File: src/hw/rtl/arpcr_pkg.sv
`timescale 1ns / 1ps
package arpcr_pkg;

  localparam logic [15:0] OP_REQUEST = 16'h0100;
  localparam logic [15:0] OP_REPLY   = 16'h0200;

  localparam logic [2:0] ACT_IGNORED = 3'd0;
  localparam logic [2:0] ACT_CACHED  = 3'd1;
  localparam logic [2:0] ACT_REPLY   = 3'd2;
  localparam logic [2:0] ACT_HIT     = 3'd3;
  localparam logic [2:0] ACT_MISS    = 3'd4;

  localparam logic REG_OWN_MAC = 1'b0;
  localparam logic REG_OWN_IP  = 1'b1;

  localparam int QDEPTH = 2;
  localparam int QAW    = 1;
  localparam int QCW    = 2;

  typedef struct packed {
    logic        mode;
    logic [15:0] operation;
    logic [47:0] sender_mac;
    logic [31:0] sender_ip;
    logic [31:0] query_ip;
  } arp_in_t;

  typedef struct packed {
    logic [2:0]  action;
    logic [47:0] target_mac;
    logic [31:0] target_ip;
    logic [47:0] resolved_mac;
  } arp_out_t;

  typedef enum logic [1:0] {
    CMD_IGNORE,
    CMD_CACHE,
    CMD_REPLY,
    CMD_LOOKUP
  } cmd_kind_t;

  typedef struct packed {
    cmd_kind_t   kind;
    logic [47:0] mac;
    logic [31:0] ip;
  } cmd_t;

  typedef enum logic [1:0] {
    B_IDLE,
    B_SCAN,
    B_RES
  } back_state_t;

endpackage

File: src/hw/rtl/arpcr_queue.sv
`timescale 1ns / 1ps
module arpcr_queue (
  input  logic            clk,
  input  logic            rst,
  input  logic            push_valid,
  output logic            push_ready,
  input  arpcr_pkg::cmd_t push_data,
  output logic            pop_valid,
  input  logic            pop_ready,
  output arpcr_pkg::cmd_t pop_data
);
  import arpcr_pkg::*;

  cmd_t             slots [QDEPTH];
  logic [QAW-1:0]   wr_ptr;
  logic [QAW-1:0]   rd_ptr;
  logic [QCW-1:0]   count;
  logic             do_push;
  logic             do_pop;

  assign push_ready = (count != QCW'(QDEPTH));
  assign pop_valid  = (count != '0);
  assign pop_data   = slots[rd_ptr];
  assign do_push    = push_valid && push_ready;
  assign do_pop     = pop_valid && pop_ready;

  always_ff @(posedge clk) begin
    if (rst) begin
      wr_ptr <= '0;
      rd_ptr <= '0;
      count  <= '0;
    end else begin
      if (do_push) begin
        wr_ptr <= wr_ptr + 1'b1;
      end
      if (do_pop) begin
        rd_ptr <= rd_ptr + 1'b1;
      end
      if (do_push && !do_pop) begin
        count <= count + 1'b1;
      end else if (do_pop && !do_push) begin
        count <= count - 1'b1;
      end
    end
  end

  always_ff @(posedge clk) begin
    if (do_push) begin
      slots[wr_ptr] <= push_data;
    end
  end

endmodule

File: config.mk
export PLATFORM = sky130hd
export DESIGN_NAME = arpcr_queue
export DESIGN_NICKNAME = d
export VERILOG_FILES = /design/src/hw/rtl/arpcr_pkg.sv /design/src/hw/rtl/arpcr_queue.sv
export SDC_FILE = /design/constraint.sdc
export NUM_CORES = 1
export LEC_CHECK = 0
export BUFFER_PORTS_ARGS = -buffer_cell sky130_fd_sc_hd__buf_2
export CAP_MARGIN = 25
export CORE_UTILIZATION = 55
export DETAILED_ROUTE_END_ITERATION = 6
export GPL_TIMING_DRIVEN = 0
export PLACE_DENSITY = 0.86
export REMOVE_ABC_BUFFERS = 1
export SETUP_SLACK_MARGIN = 0.05
export SYNTH_ARGS = -nofsm -noshare
export SYNTH_HDL_FRONTEND = slang
export SYNTH_SLANG_ARGS = --single-unit
File: constraint.sdc
create_clock -name clk -period 5.6 [get_ports clk]
set_clock_uncertainty 0.1 [all_clocks]
set_input_delay 0.28 -clock clk [delete_from_list [all_inputs] [get_ports clk]]
set_output_delay 0.28 -clock clk [all_outputs]
set_load 0.05 [all_outputs]
== Word-level counts from Yosys, hierarchy flattened ==
Memories as Yosys holds them, arrays and structs flattened. A register that Yosys moved wholly into a read port is not among the register bits.
Cells that the tools add are included.
W data, S select, Z words.
Word-level totals
  bits in registers: 4
  bits in writable memories: 164
  input port bits: 86
  output and inout bits: 84
  memories: 1
Operators by class
  add/sub/neg operators: 4
  equality and inequality tests: 1
  multiplexer cells: 6
  reduce and logical (&&, ||, !) cells: 8
Memories
  slots: depth 2, width 82, read ports 1, clocked after Yosys merged registers in 1, write ports 1, line arpcr_queue.sv:14  | cmd_t slots [QDEPTH];
Operators with widths (count)
  $logic_and A1 B1 Y1: 4
  $mux W1: 4
  $mux W2: 2
  $reduce_bool A2 Y1: 2
  $add A1 B1 Y1 const B: 2
  $add A2 B1 Y2 const B: 1
  $logic_not A1 Y1: 2
  $ne A2 B2 Y1 const B: 1
  $sub A2 B1 Y2 const B: 1

== Depth between registers and ports, before layout ==
  depth after elaboration: 6
  gate-level depth with buffers: 6

== Worst setup path after synthesis ==
No wires, ideal clock.
  path type: register -> register
  start: reg count[0]
  end: mem slots[1][0] in the netlist's numbering, enable pin
  setup time: 0.450 ns
  data arrival time: 2.946 ns
  required time: 5.050 ns
  setup slack: 2.104 ns
  stages on the path, launching flop included: 3
  clock period less this slack: 3.496 ns
  path through: dfxtp_1 > nand2b_1 > and3_1
On the way
  cells in the longest elaborated chain, start to end: 4
Ends and longest elaborated chain
  start: declaration: line arpcr_queue.sv:17  | logic [QCW-1:0] count;
  start signal: assignment: line arpcr_queue.sv:40  | count <= count + 1'b1;
  start signal: assignment: line arpcr_queue.sv:42  | count <= count - 1'b1;
  $ne A2 B2 Y1: line arpcr_queue.sv:21  | assign push_ready = (count != QCW'(QDEPTH));
  named net push_ready: line arpcr_queue.sv:6  | output logic push_ready,
  $logic_and A1 B1 Y1: line arpcr_queue.sv:24  | assign do_push = push_valid && push_ready;
  $mux W1: line arpcr_queue.sv:48  | if (do_push) begin
  $mux W1 (not written as such): line arpcr_queue.sv:49  | slots[wr_ptr] <= push_data;
  end: declaration: line arpcr_queue.sv:14
The timed path passes the listed nets, and every way through them passes these cells.

==> out/metrics.csv <==
stage;metric;value;unit
timing;rsz0062_at_grt;false;
cells_and_area;utilization;0.787;
timing;worstMarginPinSlew;0.570;ns
synthesis;syn_inst;279;
synthesis;synth_edf_count;164;
routing;drt_iter0_markers;131;
cells_and_area;nets;632;
synthesis;yosysUniqueCellTypes;18;
clocking;cts_buffers;17;
clocking;clk_pin_slew;0.06;ns
die;pin_count;170;
worst_setup_path;crit_path_end_kind;output pin;
die;initial_core_util;0.566;
global_routing;grt_pass1_vias;3751;
global_routing;antenna_found_initial;0;
die;dieArea;11600;µm²
worst_setup_path;r2r_start;count[0];
worst_setup_path;cp.required;5.22;ns
worst_setup_path;worstRegToRegCells;4;
min_path;hold_path_depth;4;
routing;via_per_inst;5.08;
worst_setup_path;cp_max_fo;42;
clocking;cts_tree;done;
clocking;htreeDepth;4;
place;gp_congestion;0.669;
timing;tns;0;ns
routing;drtPass1Iterations;4;
routing;drc;0;
routing;wl;12.4;mm
min_path;hp-start;pop_ready;
timing;fin_crit_sh;0.453;
synthesis;async_flop_share;0;
routing;final_antenna_net_count;0;
worst_setup_path;crit_type;flop to output pin;
cells_and_area;instances_no_fill;695;
place;portBuffers;169;
global_routing;grtUsageTotal;0.223;
place;dp_cells;582;
timing;finalSetupViolCount;0;
worst_setup_path;cp_data_arrival_time;2.16;ns
synthesis;synth_top_area_frac;0.803;
power;power.leakage;3.22;nW
timing;max-slew-margin-rel;0.620;
synthesis;yosys_warnings;0;
cells_and_area;drive_above_1_share;0.510;
synthesis;synthTopCellsByArea;edfxtp_1 80%, mux2_2 15%, dfxtp_1 1.6%;
synthesis;post-synth-top-count-cell;edfxtp_1;
power;peakVddDrop;0.000273;V
die;dieWidth;108;µm
timing;hold_violations;0;
power;power_density;486;nW/µm²
synthesis;synth_top_area_cell;edfxtp_1;
global_routing;met1_usage;0.238;
die;die_y;108;µm
global_routing;gr-usage-met2;0.409;
clocking;cts_setup_buffers;0;
clocking;clock-root-buffer;clkbuf_8;
timing;timing.fmax;394;MHz
clocking;clk_latency;0.52;ns
synthesis;yosysSeqAreaShare;0.819;
flow_run;maxCapViolCount;0;
global_routing;grt_overflow_total;0;
synthesis;synth_flop_cell;edfxtp_1;
routing;num_vias;3532;
timing;period_needed;2.54;ns
place;dpl.hpwl;6.77;mm
synthesis;syn-mean-instance-area;22.0;µm²
worst_setup_path;rr_endpoint;slots[0][63];
min_path;hp-class;primary input to flop;
global_routing;grt_pass1_wl;18.6;mm
die;num_rows;38;
clocking;clock_path_buffers;2;
timing;hold_ws;0.140;ns
global_routing;grt_busiest_layer;met2;
die;core;10800;µm²
worst_setup_path;r2r_setup_slack;3.59;ns
outcome;run_status;finished clean;
global_routing;grt_max_degree;45;
synthesis;synth_seq_cells;169;
clocking;cts_sinks;169;
worst_setup_path;start_kind;flop;
synthesis;netlist_area;6140;µm²
synthesis;synth_common_cells;164 x edfxtp_1, 82 x mux2_2, 8 x buf_4, 5 x dfxtp_1;
timing;drv_slew;0;
cells_and_area;antenna_cells;0;
cells_and_area;area_growth;39.0;%
global_routing;met3_usage;0.0599;
routing;wl_per_cell;17.8;µm
## cells by family (layout without fill, tap and decap cells)
family	after synthesis	in the layout	synth area share
buffers and inverters	10	286	0.0112
multiplexers	82	82	0.150
AND/OR/NAND/NOR	9	9	0.00816
adder cells (fa/ha/maj)	1	1	0.00204
XOR/XNOR	3	3	0.00428
AO/OA/AOI/OAI	5	5	0.00489
flip-flops	169	169	0.819
## state kept, by name, summed over array words and instances (netlist names), named ones only
| name | flops |
|---|---|
| slots | 164 |
| count | 2 |
| rd_ptr | 1 |
| wr_ptr | 1 |
## area by class of cell
class | count | area [µm²]
clock inverters | 10 | 106
clock buffers | 19 | 422
inverters | 1 | 6.26
flip-flops and latches | 169 | 5030
fillers | 581 | 2310
well taps | 140 | 175
multi-input cells | 100 | 1050
repair buffers | 256 | 1750
## per-layer routing
metal,part of all wire,vias to the layer above,wire (µm)
met4,0.023,0,286
li1,-,1636,-
met2,0.55,134,6770
met3,0.057,24,699
met1,0.37,1738,4600
met5,0,-,0
## report_power, final
part	leakage, nW	switching [mW]	internal [mW]
Clock	0.244	0.444	0.621
Combinational	1.40	0.994	0.423
Sequential	1.57	0.0846	1.58
## worst max path at each step
stage / end / slack (ns)
global placement: pop_data[4] / 1.53
global route: pop_data[14] / 2.96
detailed placement: pop_data[69] / 3.58
finish: pop_data[43] / 3.06
floorplan: slots[1][0] / 2.10
CTS: pop_data[55] / 3.02
## timing repair
action	in CTS	in global routing
gates resized for setup	0	0
hold buffers	84	0
endpoints found under the hold margin	169	0
## critical path, cell delays in order, from the launching register on
cell     delay [ns]
dfxtp_4        0.70
buf_12         0.32
mux2_2         0.38
buf_2          0.21
## layout by cell type (no fill, tap or decap), types with 2 or more instances in the layout
cell type / instances
a21oi_1: 2
bufinv_16: 2
clkbuf_1: 2
nor2_1: 3
edfxtp_1: 164
clkbuf_16: 16
mux2_2: 82
buf_12: 3
xor2_1: 3
o21ai_0: 2
clkinvlp_4: 4
clkinv_1: 3
dlygate4sd3_1: 84
buf_2: 169
dfxtp_1: 4
## per-stage QoR
step                      area (µm²)  power (mW)  worst slack (ns)
after floorplan                 6070        2.75              2.10
final                           8530        4.15              3.06
after detailed placement        7160        3.05              3.58
after CTS                       8530        4.16              3.02
after global routing            8530        4.29              2.96
after global placement          7090        3.05              1.53
Power figures use the tool's default switching activity.
