File: config.mk
export PLATFORM = sky130hd
export DESIGN_NAME = arpcr_front
export DESIGN_NICKNAME = d
export VERILOG_FILES = /design/src/hw/rtl/arpcr_pkg.sv /design/src/hw/rtl/arpcr_front.sv
export SDC_FILE = /design/constraint.sdc
export NUM_CORES = 1
export LEC_CHECK = 0
export ABC_CLOCK_PERIOD_IN_PS = 4960
export BUFFER_PORTS_ARGS = -buffer_cell sky130_fd_sc_hd__buf_2
export CORE_MARGIN = 2
export CORE_UTILIZATION = 40
export CTS_CLUSTER_SIZE = 12
export DETAILED_ROUTE_END_ITERATION = 12
export HOLD_SLACK_MARGIN = 0.1
export PLACE_DENSITY = 0.75
export SLEW_MARGIN = 10
export SYNTH_ARGS = -nofsm -noshare
export SYNTH_HDL_FRONTEND = slang
export SYNTH_SLANG_ARGS = --single-unit
File: constraint.sdc
create_clock -name clk -period 4.96 [get_ports clk]
set_input_delay 0.248 -clock clk [delete_from_list [all_inputs] [get_ports clk]]
set_output_delay 0.248 -clock clk [all_outputs]
set_load 0.1 [all_outputs]
File: src/hw/rtl/arpcr_pkg.sv
`timescale 1ns / 1ps
package arpcr_pkg;

  localparam logic [15:0] OP_REQUEST = 16'h0100;
  localparam logic [15:0] OP_REPLY   = 16'h0200;

  localparam logic [2:0] ACT_IGNORED = 3'd0;
  localparam logic [2:0] ACT_CACHED  = 3'd1;
  localparam logic [2:0] ACT_REPLY   = 3'd2;
  localparam logic [2:0] ACT_HIT     = 3'd3;
  localparam logic [2:0] ACT_MISS    = 3'd4;

  localparam logic REG_OWN_MAC = 1'b0;
  localparam logic REG_OWN_IP  = 1'b1;

  localparam int QDEPTH = 2;
  localparam int QAW    = 1;
  localparam int QCW    = 2;

  typedef struct packed {
    logic        mode;
    logic [15:0] operation;
    logic [47:0] sender_mac;
    logic [31:0] sender_ip;
    logic [31:0] query_ip;
  } arp_in_t;

  typedef struct packed {
    logic [2:0]  action;
    logic [47:0] target_mac;
    logic [31:0] target_ip;
    logic [47:0] resolved_mac;
  } arp_out_t;

  typedef enum logic [1:0] {
    CMD_IGNORE,
    CMD_CACHE,
    CMD_REPLY,
    CMD_LOOKUP
  } cmd_kind_t;

  typedef struct packed {
    cmd_kind_t   kind;
    logic [47:0] mac;
    logic [31:0] ip;
  } cmd_t;

  typedef enum logic [1:0] {
    B_IDLE,
    B_SCAN,
    B_RES
  } back_state_t;

endpackage

File: src/hw/rtl/arpcr_front.sv
`timescale 1ns / 1ps
module arpcr_front (
  input  logic             clk,
  input  logic             rst,
  input  logic             in_valid,
  output logic             in_ready,
  input  arpcr_pkg::arp_in_t in_data,
  output logic             cmd_valid,
  input  logic             cmd_ready,
  output arpcr_pkg::cmd_t  cmd_data
);
  import arpcr_pkg::*;

  logic cmd_next_valid;
  cmd_t cmd_class;

  always_comb begin
    cmd_class.mac  = '0;
    cmd_class.ip   = in_data.sender_ip;
    cmd_class.kind = CMD_IGNORE;
    if (in_data.mode) begin
      cmd_class.kind = CMD_LOOKUP;
      cmd_class.ip   = in_data.query_ip;
    end else begin
      case (in_data.operation)
        OP_REQUEST: begin
          cmd_class.kind = CMD_REPLY;
          cmd_class.mac  = in_data.sender_mac;
        end
        OP_REPLY: begin
          cmd_class.kind = CMD_CACHE;
          cmd_class.mac  = in_data.sender_mac;
        end
        default: begin
          cmd_class.kind = CMD_IGNORE;
          cmd_class.ip   = '0;
        end
      endcase
    end
  end

  assign in_ready = !cmd_valid || cmd_ready;

  always_comb begin
    cmd_next_valid = cmd_valid && !cmd_ready;
    if (in_valid && in_ready) begin
      cmd_next_valid = 1'b1;
    end
  end

  always_ff @(posedge clk) begin
    if (rst) begin
      cmd_valid <= 1'b0;
    end else begin
      cmd_valid <= cmd_next_valid;
    end
  end

  always_ff @(posedge clk) begin
    if (in_valid && in_ready) begin
      cmd_data <= cmd_class;
    end
  end

endmodule

Word-level counts from Yosys, hierarchy flattened
Index checks and enable logic that the tools add are counted.
Storage, ports and cells
  word-level logic and storage cells: 18
  output and inout port bits: 84
  register bits: 83
Operators by class
  reduce and logical (&&, ||, !) cells: 7
  equality and inequality tests: 2
  bitwise gates (word level): 1
  mux-type cells: 4
Operators with widths (count)
  $mux 32: 2
  $eq 16x10->1 const B: 1
  $eq 16x9->1 const B: 1
  $pmux 2 s2: 1
  $reduce_or 2->1: 2
  $logic_and 1x1->1: 2
  $logic_not 1->1: 2
  $logic_or 1x1->1: 1
  $mux 1: 1
  $not 1->1: 1

Longest topological paths before layout
  depth in word-level cells: 4
  gate-level depth with buffers: 5
  depth with buffers taken out: 3

Worst setup path after synthesis
No wires, ideal clock.
  path type: register -> register
  start: register cmd_valid
  end: register cmd_data[0] in the netlist's numbering (enable)
  clock period less this slack: 4.040 ns
  setup slack: 0.920 ns
  data required time: 4.511 ns
  library setup time: 0.449 ns
  stages on the path, launching flop included: 3
  data arrival time: 3.591 ns
  path buffers: 0
  cells stage by stage: dfxtp_1 -> nand2b_1 -> and2_1
On the way
  cells in the longest elaborated chain, start to end: 3
Ends and longest elaborated chain
  start, declared: RTL line arpcr_front.sv:8  | output logic cmd_valid,
  start signal, assigned: RTL line arpcr_front.sv:55  | cmd_valid <= cmd_next_valid;
  $logic_not 1->1: RTL line arpcr_front.sv:42  | assign in_ready = !cmd_valid || cmd_ready;
  $logic_or 1x1->1: RTL line arpcr_front.sv:42
  via in_ready: RTL line arpcr_front.sv:6  | output logic in_ready,
  $logic_and 1x1->1: RTL line arpcr_front.sv:60  | if (in_valid && in_ready) begin
  end signal, assigned: RTL line arpcr_front.sv:61  | cmd_data <= cmd_class;
  end, declared: RTL line arpcr_front.sv:10  | output arpcr_pkg::cmd_t cmd_data
The timed path passes the listed nets, and every way through them passes these cells.
A chain may end at the register's enable or synchronous reset.

Worst setup path in the final report
  start: input port in_data[113] in the netlist's numbering
  end: register cmd_data[33] in the netlist's numbering, data pin
On the way
  cells in the longest elaborated chain, start to end: 4
  elaborated cells between the ends (all ways): 5
Ends and longest elaborated chain
  start, declared: RTL line arpcr_front.sv:7  | input arpcr_pkg::arp_in_t in_data,
  $eq 16x10->1 or $eq 16x9->1 (tied branches): RTL line arpcr_front.sv:25  | case (in_data.operation)
  $reduce_or 2->1 (no line) *
  $not 1->1 (no line) *
  $reduce_or 2->1 (no line) *
Every way passes the cells marked *; elsewhere a longest branch is shown, timed or not.

==> metrics.md <==
| Metric | Value |
|---|---|
| Clock transition at path regs | `approximately 0.09 ns` |
| Result of the run | `finished clean` |
| Clock net sink count | `between 80 and 90` |
| Part of the cycle the worst path needs | `0.4572` |
| Worst Setup End Kind | `register` |
| Most frequent cells in the layout | `sky130_fd_sc_hd__buf_2 (216), sky130_fd_sc_hd__edfxtp_1 (82), sky130_fd_sc_hd__inv_1 (49)` |
| Wire length of the first global-routing pass | `13,140 um` |
| Overflow after GRT | `0` |
| All-layer global routing usage | `0.1695` |
| Required time of the critical path | `5.11 ns` |
| Antenna viol nets, final | `0` |
| Residual DRC | `0` |
| Layout cells sized above 1 | `0.4504` |
| Worst Max-Slew Pin Slew | `between 1 and 1.5 ns` |
| Number of buffers inserted for hold repair after clock tree synthesis | `1` |
| Maximum operating frequency | `between 0.4 and 0.5 GHz` |
| First-pass DRT Iterations | `6` |
| Clock tree root driver cell | `sky130_fd_sc_hd__clkbuf_8` |
| Number of hold violations in the final report | `0` |
| Synth Cell Area | `approximately 3700 sq um` |
| Post-DR vias/cell | `4.729` |
| Unrepaired setup endpoints after global routing | `false` |
| Die width | `99.72 um` |
| Net count after synthesis | `approximately 450` |
| Critical path fanouts, max | `slightly above 80` |
| Top Ports | `around 220` |
| CTS resizes | `0` |
| Post-route setup TNS | `0 ns` |
| Buffer depth of the longest clock path | `2` |
| Worst-case vdd ir drop | `roughly 0.17 mV` |
| Final Max Tran Viols | `0` |
| Final Wtd Congestion | `0.7585` |
| Mean Syn Cell Area | `roughly 12 sq um` |
| Most used flip-flop cell after synthesis | `sky130_fd_sc_hd__edfxtp_1` |
| Post-route core utilization | `0.5676` |
| Worst Path Arrival | `around 2.4 ns` |
| Count of nets after finishing | `roughly 650` |
| Die outline height | `between 90 and 100 um` |
| Setup Viol. Count Final | `0` |
| Routed len/inst | `~13 um` |
| Count of buffers from port buffering | `between 200 and 250` |
| Initial antenna violation count | `0` |
| Count of standard-cell rows | `34` |
| Total leakage power | `approximately 0.0023 uW` |
| Layout Area Growth over Synthesis | `36.39%` |
| Core Area | `8806 sq um` |
| CTS tree | `done` |
| Worst slack at placement | `2.310 ns` |
| Worst setup slack after layout | `between 2 and 3 ns` |
| Initial DRC Count | `between 60 and 70` |
| Number of max-cap violations | `0` |
| Post-synthesis instance total | `around 310` |
| Class of the most critical hold timing path | `in2reg` |
| Clock tree skew after final layout | `around 0.0086 ns` |
| Vias in the first global route | `2,798` |
| Pwr/cell area | `roughly 360 nW/um^2` |
| Yosys warnings | `0` |
| WS Path Type | `in2reg` |
| Synth unique cells | `22` |
| Post-CTS setup buffer count | `0` |
| Most frequent standard cell in the layout excluding fill and tap cells | `sky130_fd_sc_hd__buf_2` |
| Cells after DPL | `between 600 and 700` |
| Number of buffers inserted during clock tree synthesis | `9` |
| Maximum number of pins on one net before global-route repair | `slightly above 80` |
| Number of storage elements in the synthesis netlist | `83` |
| Fill cells | `about 800` |
| Total vias in the final route | `between 2,000 and 3,000` |
| Insertion delay to the later sink of the worst-skew pair | `0.34 ns` |
| Die ar. | `9943 sq um` |
| Count of flip-flops with a built-in enable after synthesis | `82` |
| Total Wirelength | `roughly 8500 um` |
| Starting utilization of the core area | `0.4162` |
| Kind of start point of the critical path | `input port` |
| H-tree level count | `3` |
| Max_slew headroom | `0.2386` |
| Number of standard cells in the layout, taps in and fillers out | `around 630` |
| Shortest clock period the worst path allows after layout | `2.268 ns` |
| Fraction of the yosys area taken by sequential cells | `0.6774` |
| Number of inserted diodes | `0` |
| FFs w/ async S/R, synth | `0` |
| DP HPWL | `between 6000 and 7000 um` |
## final cells by class
class,instances,area (sq um),area share
flip-flops and latches,83,2482,0.4966
repair buffers,218,1099,0.2198
multi-input cells,158,882.1,0.1765
inverters,49,183.9,0.03680
well taps,108,135.1,0.02703
clock buffers,10,127.6,0.02553
clock inverters,6,88.84,0.01777
## critical path, stage by stage
cell,delay [ns]
sky130_fd_sc_hd__buf_2,0.10
sky130_fd_sc_hd__nor4_1,0.56
sky130_fd_sc_hd__nand4_4,0.94
sky130_fd_sc_hd__nor3_1,0.52
## kinds of logic (layout without fill, tap and decap cells)
kind of cell    count (synthesis)  count (layout)  share of synthesized area
simple gates                  122             122                     0.1833
flops                          83              83                     0.6774
buf+inv                        72             283                    0.08569
compound gates                 35              35                    0.04916
xor+xnor                        1               1                   0.004440
## flip-flops by register name, summed over array words and instances, names as in the netlist
signal,cells
cmd_valid,1
cmd_data,82
## synthesized netlist by cell type, types with 2 or more instances
master / instances / area (sq um)
sky130_fd_sc_hd__buf_6: 5 / 56.30
sky130_fd_sc_hd__o21bai_1: 2 / 15.01
sky130_fd_sc_hd__clkbuf_1: 12 / 45.04
sky130_fd_sc_hd__o21ai_1: 30 / 150.1
sky130_fd_sc_hd__nor3_1: 47 / 235.2
sky130_fd_sc_hd__nand3b_1: 32 / 240.2
sky130_fd_sc_hd__nand2b_1: 4 / 25.02
sky130_fd_sc_hd__inv_1: 49 / 183.9
sky130_fd_sc_hd__o21ai_0: 2 / 10.01
sky130_fd_sc_hd__nor4_1: 3 / 18.77
sky130_fd_sc_hd__nand2_1: 32 / 120.1
sky130_fd_sc_hd__buf_2: 2 / 10.01
sky130_fd_sc_hd__clkbuf_2: 3 / 15.01
sky130_fd_sc_hd__edfxtp_1: 82 / 2462
## worst paths after layout
check                            start                          to  slack [ns]  depth (start not counted)
setup / recovery          in_data[113]  cmd_data[33]$_SDFFCE_PP0P_        2.69                          4
hold / removal                in_valid        cmd_valid$_SDFF_PP0_        0.14                          3
setup reg to reg  cmd_valid$_SDFF_PP0_  cmd_data[74]$_SDFFCE_PP0P_        3.26                          2
hold reg to reg   cmd_valid$_SDFF_PP0_        cmd_valid$_SDFF_PP0_        0.54                          2
## metrics by stage
| step | hold WS (ns) | power [uW] | area [sq um] |
|---|---|---|---|
| global placement | 0.4126 | 1282 | 4772 |
| floorplan | 0.3171 | 1186 | 3665 |
| CTS | 0.1219 | 1814 | 4999 |
| global route | 0.1396 | 1867 | 4999 |
| finish | 0.1448 | 1797 | 4999 |
| detailed placement | 0.4151 | 1288 | 4772 |
## power by group
| group | internal, uW | total [uW] | switching (uW) |
|---|---|---|---|
| logic | 82.6 | 448 | 365 |
| clock network | 285 | 528 | 243 |
| registers | 812 | 821 | 9.38 |
| total | 1180 | 1800 | 617 |
## routing by layer
metal,GRT usage,part of all wire,vias to the layer above
met3,0.06325,0.093,10
met2,0.2833,0.48,144
li1,-,-,1492
met1,0.2036,0.41,1343
met5,0,0,-
met4,0.05479,0.014,0
Note: power is estimated with default switching activity, not from simulation.
